**src/rtl/udre_ram.sv**
```systemverilog
// Generic simple dual-port RAM with one write port and one registered read port.
// This module has no dependencies.
`default_nettype none

module udre_ram #(
    parameter int WIDTH = 8,
    parameter int DEPTH = 256
) (
    input  wire logic                     i_clk,
    input  wire logic                     i_we,
    input  wire logic [$clog2(DEPTH)-1:0] i_waddr,
    input  wire logic [WIDTH-1:0]         i_wdata,
    input  wire logic                     i_re,
    input  wire logic [$clog2(DEPTH)-1:0] i_raddr,
    output logic      [WIDTH-1:0]         o_rdata
);

    logic [WIDTH-1:0] r_mem [DEPTH];

    always_ff @(posedge i_clk) begin
        if (i_we) begin
            r_mem[i_waddr] <= i_wdata;
        end
        if (i_re) begin
            o_rdata <= r_mem[i_raddr];
        end
    end

endmodule

`default_nettype wire

```
**config.mk**
```make
export PLATFORM = sky130hd
export DESIGN_NAME = udre_ram
export DESIGN_NICKNAME = d
export VERILOG_FILES = /design/src/rtl/udre_ram.sv
export SDC_FILE = /design/constraint.sdc
export NUM_CORES = 2
export LEC_CHECK = 0
export BUFFER_PORTS_ARGS = -buffer_cell sky130_fd_sc_hd__buf_2
export CAP_MARGIN = 20
export CORE_ASPECT_RATIO = 0.5
export CORE_MARGIN = 10
export CORE_UTILIZATION = 45
export CTS_CLUSTER_DIAMETER = 200
export DETAILED_ROUTE_END_ITERATION = 10
export MAX_ROUTING_LAYER = met4
export PLACE_DENSITY = 0.69
export SETUP_SLACK_MARGIN = 0.4
export SLEW_MARGIN = 20
export SYNTH_ARGS = -nofsm -noshare
export SYNTH_HDL_FRONTEND = slang
export SYNTH_SLANG_ARGS = --single-unit
```
**constraint.sdc**
```tcl
create_clock -name i_clk -period 4.82 [get_ports i_clk]
set_input_delay 0.241 -clock i_clk [delete_from_list [all_inputs] [get_ports i_clk]]
set_output_delay 0.241 -clock i_clk [all_outputs]
set_load 0.005 [all_outputs]
```
==> flow_results.org <==
** Status
- The flow ran to the end, and the final reports show no timing, DRC or antenna violations.

** Die
- Once the floorplan was initialized, standard cells occupied about 45% of the core.
- Horiz. Die Dim :: 615 um
- Overall die area :: 0.195 sq mm
- # rows :: roughly 110
- The die is roughly 320 um tall.
- The core region is approximately 0.18 sq mm.
- 35 I/O pins were placed.

** Job
- Max-cap viol count :: 0

** Min path
- Hold path startpoint :: i_wdata[5]
- Worst min path class :: input pin to flop

** Clock tree
- Buffer count from post-CTS setup fixing :: 0
- For this design, the sink count on the clock tree is about 2000.
- CTS tree :: done
- The cell sitting at the root of the clock tree is a sky130_fd_sc_hd__clkbuf_16.
- The clock passes through at most 3 buffers.
- Number of clock buffers inserted by TritonCTS :: 181
- Worst-Skew Late Latency :: 0.82 ns
- The H-tree was split into 4 levels.
- After clock tree synthesis, the clock-pin slew on the worst setup and hold paths is 0.06 ns.

** Layout
- Final core utilization :: approximately half
- Compared with the post-synthesis result, the final layout area differs by 10.9%.
- Cells with a size suffix above 1 make up between 20% and 30% of the layout.
- Final Instance Count excl. Fillers :: about 6400
- In the final design database the tool counted 3845 nets.

** STA
- Worst Hold Margin :: 0.0363 ns
- Final setup violation count :: 0
- The worst pin sits at a relative slew slack of 23.7%.
- The final critical path takes up a little over two thirds of the cycle.
- Once routing completed, OpenROAD measured the worst setup slack at 1.41 ns.
- Max frequency :: ~290 MHz
- Hold Vio Cnt, Final :: 0
- Total Neg Setup Slack :: 0 ns
- Minimum clock period after layout :: 3.41 ns
- Setup repair after global routing left no endpoint under its margin.
- Max-slew violation total from the final report :: 0
- Worst-case clock skew :: 0.0265 ns
- For the pin with the worst max-slew slack, the measured transition is 1.14 ns.

** Worst setup path
- STA classifies the critical path endpoint as a flop.
- Largest delay share family, worst path :: compound AO/OA/AOI/OAI gates
- Arrival time of data at the critical path endpoint :: 3.95 ns
- Critical Path, Cell by Cell :: buf_2 -> buf_4 -> nand2b_1 -> a211oi_1 -> a311oi_1 -> o221ai_1 -> a211oi_1 -> buf_4 -> nor4_1
- At the worst endpoint, the required time is about 5.4 ns.
- Worst Setup Path Type :: input pin to flop
- Together, buffers and inverters on the worst path number 3.
- Element type at the critical path start :: input pin
- Largest fanout on the critical path :: 22
- In this run the worst setup path begins at i_raddr[4].
- Highest-delay cell along the critical path :: sky130_fd_sc_hd__a211oi_1
- In this run the critical register-to-register path is launched from r_mem[27][5].
- Delay of the slowest cell on the worst path :: roughly 0.73 ns

** Synthesis
- Synthesis Warnings :: 0
- Of all cell types, the one taking the most synthesized area is sky130_fd_sc_hd__edfxtp_1.
- Cell types occupying the most area after synthesis :: sky130_fd_sc_hd__edfxtp_1 78%, sky130_fd_sc_hd__mux4_2 13%, sky130_fd_sc_hd__mux2i_1 1.7%, sky130_fd_sc_hd__nor2_1 1.3%, sky130_fd_sc_hd__a22oi_1 1.3%
- The share of synthesized area in the top cell type comes to 77.5%.
- Share of flip-flops with an asynchronous set or reset after synthesis :: 0%
- Sequential element share of the synthesized area :: 77.5%
- Number of instances in the synthesized netlist :: about 3700
- Per-instance average area after synthesis :: 21.3 sq um
- Flip-flop cell with the highest count after synthesis :: sky130_fd_sc_hd__edfxtp_1
- Flip-flop and latch count after synthesis :: 2056
- Mapped Nets :: 3760
- Count of flip-flops with a built-in enable after synthesis :: 2056
- Cell Area, Synth :: 0.0796 sq mm
- Counting distinct cell types in the post-synthesis netlist gives 54.

** Placement
- At the placement stage, the worst setup path has a slack of 0.724 ns.
- Buffers placed on the I/O ports in this run total 34.
- Counting tap cells, the placed design contains a total of about 6000 instances.
- Hpwl dp :: 115000 um
- Routability Congestion :: 0.899

** Detailed routing
- Drt total wl :: between 150000 and 200000 um
- DRC violation total after the first TritonRoute iteration :: 5529
- Mean number of vias per cell :: ~6
- Overall via count from detail_route :: 39000
- Number of DRC violations after detailed routing :: 0
- Before antenna repair, the detailed router went through 6 iterations.
- In this run the remaining antenna-violating nets after routing total 0.
- Routed length per instance :: just under 30 um

** GRT
- Global router's overall resource usage :: 19.5%
- Overflow left after global routing :: 0
- Number of antenna violations at the first check in global routing :: 11
- Wire length of the first global-routing pass :: ~280000 um
- Vias in the first global route :: 38700
- Entering global routing, the biggest net connects 168 pins.

** Power
- Worst IR Drop VDD :: 0.350 mV
- Fraction of power consumed by the clock network :: 40.3%
- In this run switching power makes up 20.9% of total power.
- Power density relative to cell area :: 407 mW/mm^2
- In this run the static leakage power is 26.9 nW.
- Relative contribution of sequential cells to total power :: between 50 and 60%
- Cell-internal power :: 0.0284 W
- The analysis attributes to net switching a power of about 0.0075 W.
- Combinational cells account for 4.8% of the total power.
[cells in the mapped netlist (3+ instances only)]
library cell,count
sky130_fd_sc_hd__or2_2,4
sky130_fd_sc_hd__buf_8,13
sky130_fd_sc_hd__a221oi_1,13
sky130_fd_sc_hd__o22ai_1,28
sky130_fd_sc_hd__nor4_2,3
sky130_fd_sc_hd__nor3_1,22
sky130_fd_sc_hd__buf_4,27
sky130_fd_sc_hd__a21oi_1,96
sky130_fd_sc_hd__o221ai_1,46
sky130_fd_sc_hd__mux2i_1,134
sky130_fd_sc_hd__o22a_1,5
sky130_fd_sc_hd__buf_12,8
sky130_fd_sc_hd__o21ai_0,10
sky130_fd_sc_hd__o32ai_1,4
sky130_fd_sc_hd__nand4_1,10
sky130_fd_sc_hd__nor2b_1,31
sky130_fd_sc_hd__o211ai_1,10
sky130_fd_sc_hd__a211oi_1,16
sky130_fd_sc_hd__nand3_1,34
sky130_fd_sc_hd__nor4_1,24
sky130_fd_sc_hd__buf_1,22
sky130_fd_sc_hd__mux4_2,454
sky130_fd_sc_hd__edfxtp_1,2056
sky130_fd_sc_hd__nor2_1,282
sky130_fd_sc_hd__nand2b_1,8
sky130_fd_sc_hd__clkbuf_1,111
sky130_fd_sc_hd__a22o_1,8
sky130_fd_sc_hd__a22oi_1,133
sky130_fd_sc_hd__buf_2,31
sky130_fd_sc_hd__nand2_1,33
sky130_fd_sc_hd__and2_1,6
sky130_fd_sc_hd__buf_6,21
[area by class of cell]
class	count	area, sq um
Multi-Input combinational cell	1442	16500
Antenna cell	4	10.0
Clock inverter	110	1050
Timing Repair Buffer	135	1270
Sequential cell	2056	61700
Fill cell	13600	88000
Clock buffer	223	4810
Inverter	2	7.51
Tap cell	2386	2990
[registers in the layout (all words and copies together) (netlist names)]
register / flops
o_rdata: 8
r_mem: 2048
[kinds of logic after synthesis]
logic type	share of synthesized area (%)
simple gates	2.63
compound gates	3.42
mux	14.6
flops	77.5
buf+inv	1.83
[placed cells by master, fill, tap and decap left out, types with 10 or more instances in the layout]
cell	instances
sky130_fd_sc_hd__nand3_1	32
sky130_fd_sc_hd__nor3_1	22
sky130_fd_sc_hd__nor2b_1	28
sky130_fd_sc_hd__o221ai_1	46
sky130_fd_sc_hd__clkinv_2	35
sky130_fd_sc_hd__nand4_1	10
sky130_fd_sc_hd__nor2_1	279
sky130_fd_sc_hd__bufinv_16	19
sky130_fd_sc_hd__clkinv_1	45
sky130_fd_sc_hd__edfxtp_1	2056
sky130_fd_sc_hd__clkbuf_16	187
sky130_fd_sc_hd__a221oi_1	13
sky130_fd_sc_hd__o22ai_1	28
sky130_fd_sc_hd__clkbuf_1	36
sky130_fd_sc_hd__a211oi_1	16
sky130_fd_sc_hd__nand2_1	33
sky130_fd_sc_hd__buf_2	23
sky130_fd_sc_hd__nor4_1	24
sky130_fd_sc_hd__a22oi_1	133
sky130_fd_sc_hd__a21oi_1	96
sky130_fd_sc_hd__mux2i_1	134
sky130_fd_sc_hd__mux4_2	454
sky130_fd_sc_hd__o211ai_1	10
sky130_fd_sc_hd__o21ai_0	10
sky130_fd_sc_hd__buf_4	82
sky130_fd_sc_hd__buf_12	18
[per-stage QoR]
step	cell area, sq um	total power [W]
after floorplan	79600	0.0211
after global placement	82400	0.0218
after detailed placement	82500	0.0218
after CTS	88300	0.0361
after global routing	88400	0.0369
final	88400	0.0360
[metal layers]
layer  vias up  GRT usage [%]  wire length [um]
met3       311           3.67             18600
li1      15900              -                 -
met2      2244           29.5             89300
met1     20600           27.0             75200
met4         0           5.85              5760
met5         -              -                 0
[timing repair]
action | CTS | global route
endpoints found under the hold margin | 8 | 0
hold buffers | 1 | 0
resized for setup | 0 | 0
[power by group through the flow]
stage               Sequential [W]  Clock [W]  Combinational, W
floorplan                   0.0201          0          0.000958
global placement            0.0201          0           0.00167
detailed placement          0.0201          0           0.00171
CTS                         0.0197     0.0146           0.00172
global route                0.0197     0.0154           0.00180
finish                      0.0197     0.0145           0.00171
[final timing paths]
check	to	slack (ns)	cells after the start
worst max-delay path	o_rdata[5]	1.41	9
worst min-delay path	r_mem[2][5]	0.04	1
worst max register to register	o_rdata[5]	1.57	7
worst min register to register	o_rdata[2]	1.21	7
Power figures use the tool's default switching activity.
