**src/rtl/udre_pkg.sv**
```systemverilog
// Shared types for the UART DMA ring buffer engine.
// This package has no dependencies. The controller and the testbench use it.
`default_nettype none

package udre_pkg;

    typedef enum logic [2:0] {
        FUNC_DMA  = 3'd0,
        FUNC_IDLE = 3'd1,
        FUNC_TXW  = 3'd2,
        FUNC_TXE  = 3'd3,
        FUNC_RXR  = 3'd4
    } t_func;

    typedef enum logic [2:0] {
        ST_IDLE,
        ST_EXEC,
        ST_MOVE_RD,
        ST_MOVE_WR,
        ST_DONE
    } t_state;

endpackage

`default_nettype wire

```
**src/rtl/udre_ctrl.sv**
```systemverilog
// Sequencer and ring pointers of the UART DMA ring buffer engine.
// It depends on udre_pkg and drives the three udre_ram instances of the top level.
`default_nettype none

module udre_ctrl #(
    parameter int LANDING_DEPTH = 256,
    parameter int RX_RING_DEPTH = 256,
    parameter int TX_RING_DEPTH = 256
) (
    input  wire logic                             i_clk,
    input  wire logic                             i_rst_n,
    input  wire logic                             i_start,
    output logic                                  o_busy,
    input  wire logic [2:0]                       i_func,
    input  wire logic [7:0]                       i_byte_in,
    input  wire logic                             i_last_of_call,
    output logic                                  o_done,
    output logic      [7:0]                       o_rx_data,
    output logic                                  o_rx_valid,
    output logic      [7:0]                       o_line_data,
    output logic                                  o_line_valid,
    output logic                                  o_write_accepted,
    output logic      [7:0]                       o_rx_available,
    output logic                                  o_tx_request_enabled,
    output logic                                  o_land_we,
    output logic      [$clog2(LANDING_DEPTH)-1:0] o_land_waddr,
    output logic      [7:0]                       o_land_wdata,
    output logic                                  o_land_re,
    output logic      [$clog2(LANDING_DEPTH)-1:0] o_land_raddr,
    input  wire logic [7:0]                       i_land_rdata,
    output logic                                  o_rx_we,
    output logic      [$clog2(RX_RING_DEPTH)-1:0] o_rx_waddr,
    output logic      [7:0]                       o_rx_wdata,
    output logic                                  o_rx_re,
    output logic      [$clog2(RX_RING_DEPTH)-1:0] o_rx_raddr,
    input  wire logic [7:0]                       i_rx_rdata,
    output logic                                  o_tx_we,
    output logic      [$clog2(TX_RING_DEPTH)-1:0] o_tx_waddr,
    output logic      [7:0]                       o_tx_wdata,
    output logic                                  o_tx_re,
    output logic      [$clog2(TX_RING_DEPTH)-1:0] o_tx_raddr,
    input  wire logic [7:0]                       i_tx_rdata
);

    import udre_pkg::*;

    localparam int LAW = $clog2(LANDING_DEPTH);
    localparam int RAW = $clog2(RX_RING_DEPTH);
    localparam int TAW = $clog2(TX_RING_DEPTH);

    t_state r_state, n_state;

    logic [2:0]     r_func;
    logic [7:0]     r_byte;
    logic           r_last;
    logic [LAW-1:0] r_lwp, n_lwp, r_lrp, n_lrp;
    logic [RAW-1:0] r_rh, n_rh, r_rt, n_rt;
    logic [TAW-1:0] r_th, n_th, r_tt, n_tt;
    logic           r_ten, n_ten;
    logic           r_rx_valid, n_rx_valid;
    logic           r_line_valid, n_line_valid;
    logic           r_acc, n_acc;

    logic [LAW-1:0] lwp_inc, lrp_inc;
    logic [RAW-1:0] rh_inc, rt_inc;
    logic [TAW-1:0] th_inc, tt_inc;
    logic [RAW:0]   rx_cnt;

    assign lwp_inc = (r_lwp == LAW'(LANDING_DEPTH - 1)) ? '0 : r_lwp + 1'b1;
    assign lrp_inc = (r_lrp == LAW'(LANDING_DEPTH - 1)) ? '0 : r_lrp + 1'b1;
    assign rh_inc  = (r_rh == RAW'(RX_RING_DEPTH - 1)) ? '0 : r_rh + 1'b1;
    assign rt_inc  = (r_rt == RAW'(RX_RING_DEPTH - 1)) ? '0 : r_rt + 1'b1;
    assign th_inc  = (r_th == TAW'(TX_RING_DEPTH - 1)) ? '0 : r_th + 1'b1;
    assign tt_inc  = (r_tt == TAW'(TX_RING_DEPTH - 1)) ? '0 : r_tt + 1'b1;

    always_comb begin
        n_state = r_state;
        case (r_state)
            ST_IDLE: begin
                if (i_start) begin
                    n_state = ST_EXEC;
                end
            end
            ST_EXEC: begin
                if (r_func == FUNC_IDLE && r_lrp != r_lwp) begin
                    n_state = ST_MOVE_RD;
                end else begin
                    n_state = ST_DONE;
                end
            end
            ST_MOVE_RD: n_state = ST_MOVE_WR;
            ST_MOVE_WR: begin
                if (r_lrp != r_lwp) begin
                    n_state = ST_MOVE_RD;
                end else begin
                    n_state = ST_DONE;
                end
            end
            ST_DONE: n_state = ST_IDLE;
            default: n_state = ST_IDLE;
        endcase
    end

    always_comb begin
        n_lwp        = r_lwp;
        n_lrp        = r_lrp;
        n_rh         = r_rh;
        n_rt         = r_rt;
        n_th         = r_th;
        n_tt         = r_tt;
        n_ten        = r_ten;
        n_rx_valid   = r_rx_valid;
        n_line_valid = r_line_valid;
        n_acc        = r_acc;
        o_land_we    = 1'b0;
        o_land_waddr = r_lwp;
        o_land_wdata = r_byte;
        o_land_re    = 1'b0;
        o_land_raddr = r_lrp;
        o_rx_we      = 1'b0;
        o_rx_waddr   = r_rh;
        o_rx_wdata   = i_land_rdata;
        o_rx_re      = 1'b0;
        o_rx_raddr   = r_rt;
        o_tx_we      = 1'b0;
        o_tx_waddr   = r_th;
        o_tx_wdata   = r_byte;
        o_tx_re      = 1'b0;
        o_tx_raddr   = r_tt;
        case (r_state)
            ST_IDLE: begin
                n_rx_valid   = 1'b0;
                n_line_valid = 1'b0;
                n_acc        = 1'b0;
            end
            ST_EXEC: begin
                case (r_func)
                    FUNC_DMA: begin
                        o_land_we = 1'b1;
                        n_lwp     = lwp_inc;
                    end
                    FUNC_TXW: begin
                        if (th_inc != r_tt) begin
                            o_tx_we = 1'b1;
                            n_th    = th_inc;
                            n_acc   = 1'b1;
                        end
                        if (r_last && ((th_inc != r_tt) || (r_th != r_tt))) begin
                            n_ten = 1'b1;
                        end
                    end
                    FUNC_TXE: begin
                        if (r_ten) begin
                            if (r_th != r_tt) begin
                                o_tx_re      = 1'b1;
                                n_tt         = tt_inc;
                                n_line_valid = 1'b1;
                            end else begin
                                n_ten = 1'b0;
                            end
                        end
                    end
                    FUNC_RXR: begin
                        if (r_rh != r_rt) begin
                            o_rx_re    = 1'b1;
                            n_rt       = rt_inc;
                            n_rx_valid = 1'b1;
                        end
                    end
                    default: begin
                    end
                endcase
            end
            ST_MOVE_RD: begin
                o_land_re = 1'b1;
                n_lrp     = lrp_inc;
            end
            ST_MOVE_WR: begin
                if (rh_inc != r_rt) begin
                    o_rx_we = 1'b1;
                    n_rh    = rh_inc;
                end
            end
            default: begin
            end
        endcase
    end

    always_ff @(posedge i_clk) begin
        if (!i_rst_n) begin
            r_state      <= ST_IDLE;
            r_lwp        <= '0;
            r_lrp        <= '0;
            r_rh         <= '0;
            r_rt         <= '0;
            r_th         <= '0;
            r_tt         <= '0;
            r_ten        <= 1'b0;
            r_rx_valid   <= 1'b0;
            r_line_valid <= 1'b0;
            r_acc        <= 1'b0;
        end else begin
            r_state      <= n_state;
            r_lwp        <= n_lwp;
            r_lrp        <= n_lrp;
            r_rh         <= n_rh;
            r_rt         <= n_rt;
            r_th         <= n_th;
            r_tt         <= n_tt;
            r_ten        <= n_ten;
            r_rx_valid   <= n_rx_valid;
            r_line_valid <= n_line_valid;
            r_acc        <= n_acc;
        end
    end

    always_ff @(posedge i_clk) begin
        if (r_state == ST_IDLE && i_start) begin
            r_func <= i_func;
            r_byte <= i_byte_in;
            r_last <= i_last_of_call;
        end
    end

    always_comb begin
        if (r_rh >= r_rt) begin
            rx_cnt = {1'b0, r_rh} - {1'b0, r_rt};
        end else begin
            rx_cnt = (RAW + 1)'(RX_RING_DEPTH) - {1'b0, r_rt} + {1'b0, r_rh};
        end
    end

    always_comb begin
        o_busy               = (r_state != ST_IDLE);
        o_done               = (r_state == ST_DONE);
        o_rx_valid           = o_done && r_rx_valid;
        o_rx_data            = o_rx_valid ? i_rx_rdata : 8'h00;
        o_line_valid         = o_done && r_line_valid;
        o_line_data          = o_line_valid ? i_tx_rdata : 8'h00;
        o_write_accepted     = o_done && r_acc;
        o_tx_request_enabled = r_ten;
        if (32'(rx_cnt) > 32'd255) begin
            o_rx_available = 8'hFF;
        end else begin
            o_rx_available = 8'(rx_cnt);
        end
    end

endmodule

`default_nettype wire

```
**config.mk**
```make
export PLATFORM = sky130hd
export DESIGN_NAME = udre_ctrl
export DESIGN_NICKNAME = d
export VERILOG_FILES = /design/src/rtl/udre_pkg.sv /design/src/rtl/udre_ctrl.sv
export SDC_FILE = /design/constraint.sdc
export NUM_CORES = 1
export LEC_CHECK = 0
export ABC_AREA = 1
export BUFFER_PORTS_ARGS = -buffer_cell sky130_fd_sc_hd__buf_2
export CAP_MARGIN = 20
export CORE_MARGIN = 1
export CORE_UTILIZATION = 55
export CTS_CLUSTER_DIAMETER = 150
export DETAILED_ROUTE_END_ITERATION = 10
export GPL_TIMING_DRIVEN = 1
export MAX_ROUTING_LAYER = met4
export PLACE_DENSITY_LB_ADDON = 0.12
export SLEW_MARGIN = 30
export SYNTH_ARGS = -nofsm -noshare
export SYNTH_HDL_FRONTEND = slang
export SYNTH_SLANG_ARGS = --single-unit
```
**constraint.sdc**
```tcl
create_clock -name i_clk -period 4 [get_ports i_clk]
set_input_delay 0.4 -clock i_clk [delete_from_list [all_inputs] [get_ports i_clk]]
set_output_delay 0.4 -clock i_clk [all_outputs]
set_load 0.01 [all_outputs]
```
==> results of run 1 <==
## where the power goes
part           internal (mW)  switching (mW)
Clock                  0.255           0.238
Sequential             0.706          0.0147
Combinational         0.0459          0.0751
## synth_stat cells (2+ instances only)
cell,instances
a21oi_1,31
and3_1,2
buf_2,2
buf_4,16
clkbuf_1,5
dfxtp_1,55
edfxtp_1,12
ha_1,14
inv_1,98
inv_2,3
nand2_1,134
nand2_2,4
nand3_1,51
nand3_2,4
nand4_1,14
nor2_1,95
nor2_2,3
nor2_4,2
nor3_1,14
nor3_2,2
nor3b_1,6
nor4_1,4
o211ai_1,3
o21ai_0,21
o21ai_1,3
o22ai_1,3
o31ai_1,2
or2_2,6
xnor2_1,10
xor2_1,14
## routing by layer
layer	vias up	share of wire, %	global-route usage, %
met3	15	6.9	5.471
li1	2282	-	-
met2	173	48	46.28
met4	0	0.97	8.468
met1	2053	44	32.72
met5	-	0	-
## final timing paths
path                  from           endpoint  cells after the start
min           i_byte_in[5]    o_land_wdata[5]                      1
min reg2reg     r_rx_valid         r_rx_valid                      2
max          o_rx_raddr[4]  o_rx_available[5]                     10
max reg2reg  o_rx_raddr[4]      o_rx_raddr[3]                     10
## per-stage QoR
| step | hold WS (ns) | utilization (%) |
|---|---|---|
| after global routing | 0.2176 | 68.97 |
| after floorplan | 0.4354 | - |
| after global placement | 0.4451 | 66.66 |
| after CTS | 0.2229 | 68.97 |
| after detailed placement | 0.4577 | 66.66 |
| final | 0.2387 | 68.97 |
## flip-flops by register name, summed over array words and instances (netlist names)
| register | cells |
|---|---|
| o_tx_request_enabled | 1 |
| o_land_waddr | 8 |
| r_rx_valid | 1 |
| o_tx_raddr | 8 |
| o_land_raddr | 8 |
| r_func | 3 |
| o_tx_waddr | 8 |
| o_land_wdata | 8 |
| r_line_valid | 1 |
| r_last | 1 |
| o_rx_raddr | 8 |
| o_rx_waddr | 8 |
| r_acc | 1 |
| r_state | 3 |
## worst max-delay path: stages (launching register included)
cell,delay [ns]
dfxtp_1,0.41
inv_1,0.13
ha_1,0.38
nand2_1,0.10
nor3_1,0.24
nand4_1,0.22
nand3_1,0.15
xor2_1,0.17
inv_1,0.13
nand2_1,0.09
buf_2,0.12
## cell type report
cell class              count  area (um^2)
clock inverters             2        12.51
clock buffers              13        158.9
fillers                   680         2298
flip-flops and latches     67         1461
repair buffers            131        658.1
well taps                  99        123.9
inverters                 101        379.1
multi-input cells         449         2316
## logic make-up (layout without fill, tap and decap cells)
kind of cell	after synthesis	count (layout)	share of synthesized area, %
and+or+nand+nor	345	345	36.23
buffers and inverters	125	247	12.49
DFF	67	67	33.86
AOI/OAI and AO/OA	65	65	8.029
xor gates and xnor gates	24	24	4.870
adders and majority gates	15	15	4.522
==> impl_metrics.csv, run 1 <==
group,metric,value,unit
sta,rsz0062_at_grt,"no",
global_routing,grt_overflow,0,
floorplan,dieArea,8207,um^2
floorplan,die_h,90.59,um
logic_synthesis,netlist_area,4317,um^2
routing,drtIter0Drc,225,
logic_synthesis,synth-edff-count,12,
critical_path,critPathMaxFanout,7,
global_routing,grt_max_degree,36,
logic_synthesis,async_flop_share,0,%
sta,finalSetupViolCount,0,
sta,relSlewSlack,40.97,%
floorplan,start_util,58.27,%
global_routing,antenna_found_initial,0,
floorplan,die_x,90.59,um
logic_synthesis,synth.distinct_cells,38,
sta,finalCritPeriodShare,71.71,%
cells_and_area,layout_common_cells,"nand2_1, buf_2, inv_1",
critical_path,crit_type,"reg -> out",
clock_tree,cts_made_buffers,9,
routing,drc,0,
clock_tree,clk_pin_slew_worst_paths,0.07,ns
placed_design,dp_cells,847,
cells_and_area,final_nets,813,
critical_path,reg2reg_slack,1.68,ns
sta,worst_slew_pin_slew,0.8822,ns
sta,clock_skew,0.01064,ns
cells_and_area,syn_to_final_growth,18.38,%
clock_tree,insertion_delay,0.33,ns
min_path,hp-class,"in -> reg",
clock_tree,cts-resized-gates,0,
global_routing,grt_pass1_wl,17930,um
logic_synthesis,syn-instance-count,641,
power_and_ir_drop,power,1.334,mW
critical_path,cp.required,3.60,ns
clock_tree,postCtsSetupBuffers,0,
floorplan,core-area,7408,um^2
logic_synthesis,ys_ff_latch,67,
sta,setup_tns,0,ns
logic_synthesis,synth_ff_type,"dfxtp_1",
job,maxCapViolations,0,
sta,finalCriticalPeriod,2.868,ns
placed_design,dpl-instance-area,4938,um^2
logic_synthesis,yosysTopAreaCell,"dfxtp_1",
cells_and_area,drive_above_1_share,22.28,%
logic_synthesis,avgSynthCellArea,6.734,um^2
sta,hold_viol_final,0,
power_and_ir_drop,peakVddDrop,0.0002615,V
clock_tree,cts_max_level,3,
global_routing,grt_pass1_vias,4089,
logic_synthesis,synthesis.nets,695,
run_status,status,"completed",
routing,totalWireLength,10920,um
logic_synthesis,synthTopCellsByArea,"dfxtp_1, nand2_1, inv_1",
routing,wl_per_cell,12.66,um
critical_path,startpoint_type,"flip-flop",
logic_synthesis,synth_warnings,0,
clock_tree,cts.root.buffer_cell,"clkbuf_8",
placed_design,dp_slack,1.487,ns
routing,vias_per_cell,5.247,
routing,antenna_left,0,
clock_tree,cts_tree,"built",
global_routing,grt_usage,27.37,%
routing,vias,4523,
floorplan,rows,31,
sta,fmax,0.3486,GHz
critical_path,critPathCaptureType,"output port",
logic_synthesis,ys_seq_area_share,33.86,%
cells_and_area,fin_area,5110,um^2
floorplan,io_pins,147,
sta,drv_slew,0,
clock_tree,holdBufCountCts,0,
routing,first_pass_iters,4,
power_and_ir_drop,p_per_area,261.1,nW/um^2
clock_tree,cts_buffer_depth,2,
power_and_ir_drop,p_leak,2.612,nW
cells_and_area,layout_commonest_cell,"nand2_1",
sta,fin_ws,1.132,ns
critical_path,worst_ep_arrival_time,2.47,ns
clock_tree,cts.sinks,67,
placed_design,portBuffers,130,
placed_design,gp_congestion,0.9527,
cells_and_area,antennaDiodeCount,0,
cells_and_area,instances_no_fill,862,
logic_synthesis,synth_top_area_share,25.51,%
placed_design,hpwl,8535,um
(Power assumes the default switching activity.)
==> run 2, diff against run 1 <==
--- a/config.mk
+++ b/config.mk
@@ -9,7 +9,7 @@
 export BUFFER_PORTS_ARGS = -buffer_cell sky130_fd_sc_hd__buf_2
 export CAP_MARGIN = 20
 export CORE_MARGIN = 1
-export CORE_UTILIZATION = 55
+export CORE_UTILIZATION = 46
 export CTS_CLUSTER_DIAMETER = 150
 export DETAILED_ROUTE_END_ITERATION = 10
 export GPL_TIMING_DRIVEN = 1
==> constraint.sdc (replaced) <==
create_clock -name i_clk -period 2.56 [get_ports i_clk]
set_input_delay 0.256 -clock i_clk [delete_from_list [all_inputs] [get_ports i_clk]]
set_output_delay 0.256 -clock i_clk [all_outputs]
set_load 0.01 [all_outputs]
==> impl_metrics.csv, run 2 (synthesis results as in run 1) <==
group,metric,value,unit
critical_path,reg2reg_slack,0.49,ns
cells_and_area,utilization,60.46,%
sta,worst_slew_pin_slew,0.4773,ns
min_path,worstHoldPathCells,1,
clock_tree,insertion_delay,0.35,ns
min_path,min_from,"i_byte_in[4]",
cells_and_area,antennaDiodeCount,0,
cells_and_area,fin_area,5375,um^2
sta,fmax,0.4046,GHz
floorplan,core-area,8891,um^2
placed_design,portBuffers,130,
critical_path,cp.required,2.30,ns
critical_path,critPathCaptureType,"output port",
placed_design,gp_congestion,0.8763,
critical_path,startpoint_type,"flip-flop",
floorplan,io_pins,147,
global_routing,use_met2,39.11,%
floorplan,rows,34,
global_routing,grt_overflow,0,
routing,first_pass_iters,5,
global_routing,met1_usage,28.55,%
cells_and_area,final_nets,823,
power_and_ir_drop,peakVddDrop,0.0003645,V
global_routing,grtUsageMet3,4.326,%
power_and_ir_drop,p_leak,2.691,nW
clock_tree,cts.root.buffer_cell,"clkbuf_8",
routing,drtIter0Drc,129,
routing,vias_per_cell,4.998,
cells_and_area,syn_to_final_growth,24.52,%
floorplan,dieArea,9775,um^2
clock_tree,cts_tree,"built",
power_and_ir_drop,p_per_area,392.9,nW/um^2
routing,vias,4408,
cells_and_area,instances_no_fill,882,
sta,hold_viol_final,0,
min_path,hp-class,"in -> reg",
routing,antenna_left,0,
cells_and_area,drive_above_1_share,29.07,%
routing,totalWireLength,11210,um
sta,drv_slew,0,
placed_design,hpwl,8573,um
global_routing,grt_pass1_vias,4073,
placed_design,dp_cells,863,
cells_and_area,layout_common_cells,"nand2_1, buf_2, nor2_1",
critical_path,crit_type,"reg -> out",
clock_tree,cts_max_level,3,
clock_tree,holdBufCountCts,0,
sta,relSlewSlack,67.89,%
floorplan,die_x,98.87,um
sta,finalCritPeriodShare,96.54,%
sta,finalCriticalPeriod,2.471,ns
global_routing,antenna_found_initial,0,
routing,drc,0,
cells_and_area,n_fill_cell,878,
routing,wl_per_cell,12.71,um
sta,finalSetupViolCount,0,
min_path,whs_endpoint,"o_land_wdata[4]",
global_routing,grt_pass1_wl,18270,um
cells_and_area,multi_input_area,2449,um^2
clock_tree,clk_pin_slew_worst_paths,0.09,ns
sta,rsz0062_at_grt,"yes",
global_routing,grt_max_degree,26,
clock_tree,cts.sinks,67,
floorplan,die_h,98.87,um
cells_and_area,regArea,1495,um^2
placed_design,dpl-instance-area,5002,um^2
critical_path,critPathMaxFanout,6,
critical_path,regToRegEndpoint,"o_rx_raddr[7]",
clock_tree,cts_buffer_depth,2,
floorplan,start_util,48.55,%
job,maxCapViolations,0,
critical_path,r2r-start,"o_rx_waddr[7]",
critical_path,reg2regPathDepth,11,
global_routing,grt_usage,23.78,%
critical_path,worst_ep_arrival_time,2.22,ns
global_routing,grt_busiest_layer,"met2",
clock_tree,cts_made_buffers,9,
sta,clock_skew,0.01806,ns
cells_and_area,layout_commonest_cell,"nand2_1",
run_status,status,"completed",
-- run 2: cell count changes in the layout (fill, tap and decap cells not counted), sizes merged --
cell and delta:
clkinvlp +1, clkbuf -3, buf +10, inv +3
-- run 2: worst max-delay path, stage by stage, from the launching register on --
cell	delay (ns)
dfxtp_4	0.38
inv_4	0.07
ha_4	0.12
inv_2	0.04
fa_2	0.37
a21oi_2	0.17
o211ai_1	0.16
xor2_2	0.19
or2_4	0.24
buf_6	0.12
-- run 2: cell type report --
cell class,count,area share [%]
Clock inverter,6,0.8845
Timing Repair Buffer,141,13.76
Clock buffer,10,2.374
Multi-Input combinational cell,449,45.55
Sequential cell,67,27.82
Inverter,101,7.100
Tap cell,108,2.514
-- run 2: how the worst max path moves through the flow --
| stage | startpoint | end | slack [ns] | cells after the start |
|---|---|---|---|---|
| final | o_rx_waddr[0] | o_rx_available[1] | 0.09 | 9 |
| after global routing | o_rx_waddr[0] | o_rx_available[6] | -0.01 | 10 |
| after CTS | o_rx_waddr[0] | o_rx_available[1] | 0.01 | 9 |
| after detailed placement | o_rx_waddr[0] | o_rx_available[1] | 0.18 | 9 |
| after global placement | o_rx_waddr[0] | o_rx_available[1] | 0.23 | 9 |
| after floorplan | o_rx_waddr[0] | o_rx_available[1] | 0.41 | 8 |
-- run 2: power breakdown --
group / switching (mW) / internal [mW]
combinational: 0.115 / 0.0760
sequential: 0.0216 / 1.09
clock: 0.444 / 0.360
-- run 2: repair_timing --
item / in CTS / in global routing
resized for setup: 13 / 43
buffers inserted: 1 / 2
endpoints found under the setup margin: 8 / 10
pin swaps: 2 / 6
-- run 2: through the flow --
step / worst slack [ns] / power (mW) / hold WS [ns] / TNS (ns)
after floorplan: 0.4079 / 1.284 / 0.3549 / 0
after global placement: 0.2313 / 1.334 / 0.4333 / 0
after detailed placement: 0.1843 / 1.339 / 0.4341 / 0
after CTS: 0.01393 / 2.149 / 0.05199 / 0
after global routing: -0.01293 / 2.207 / 0.05149 / -0.02418
final: 0.08870 / 2.112 / 0.07185 / 0
-- run 2: per-layer routing --
layer / up-vias / share of wire [%] / wire, um
met3: 23 / 6.5 / 731
met4: 0 / 2.1 / 240
met2: 157 / 45 / 5007
met1: 1928 / 47 / 5234
met5: - / 0 / 0
li1: 2300 / - / -
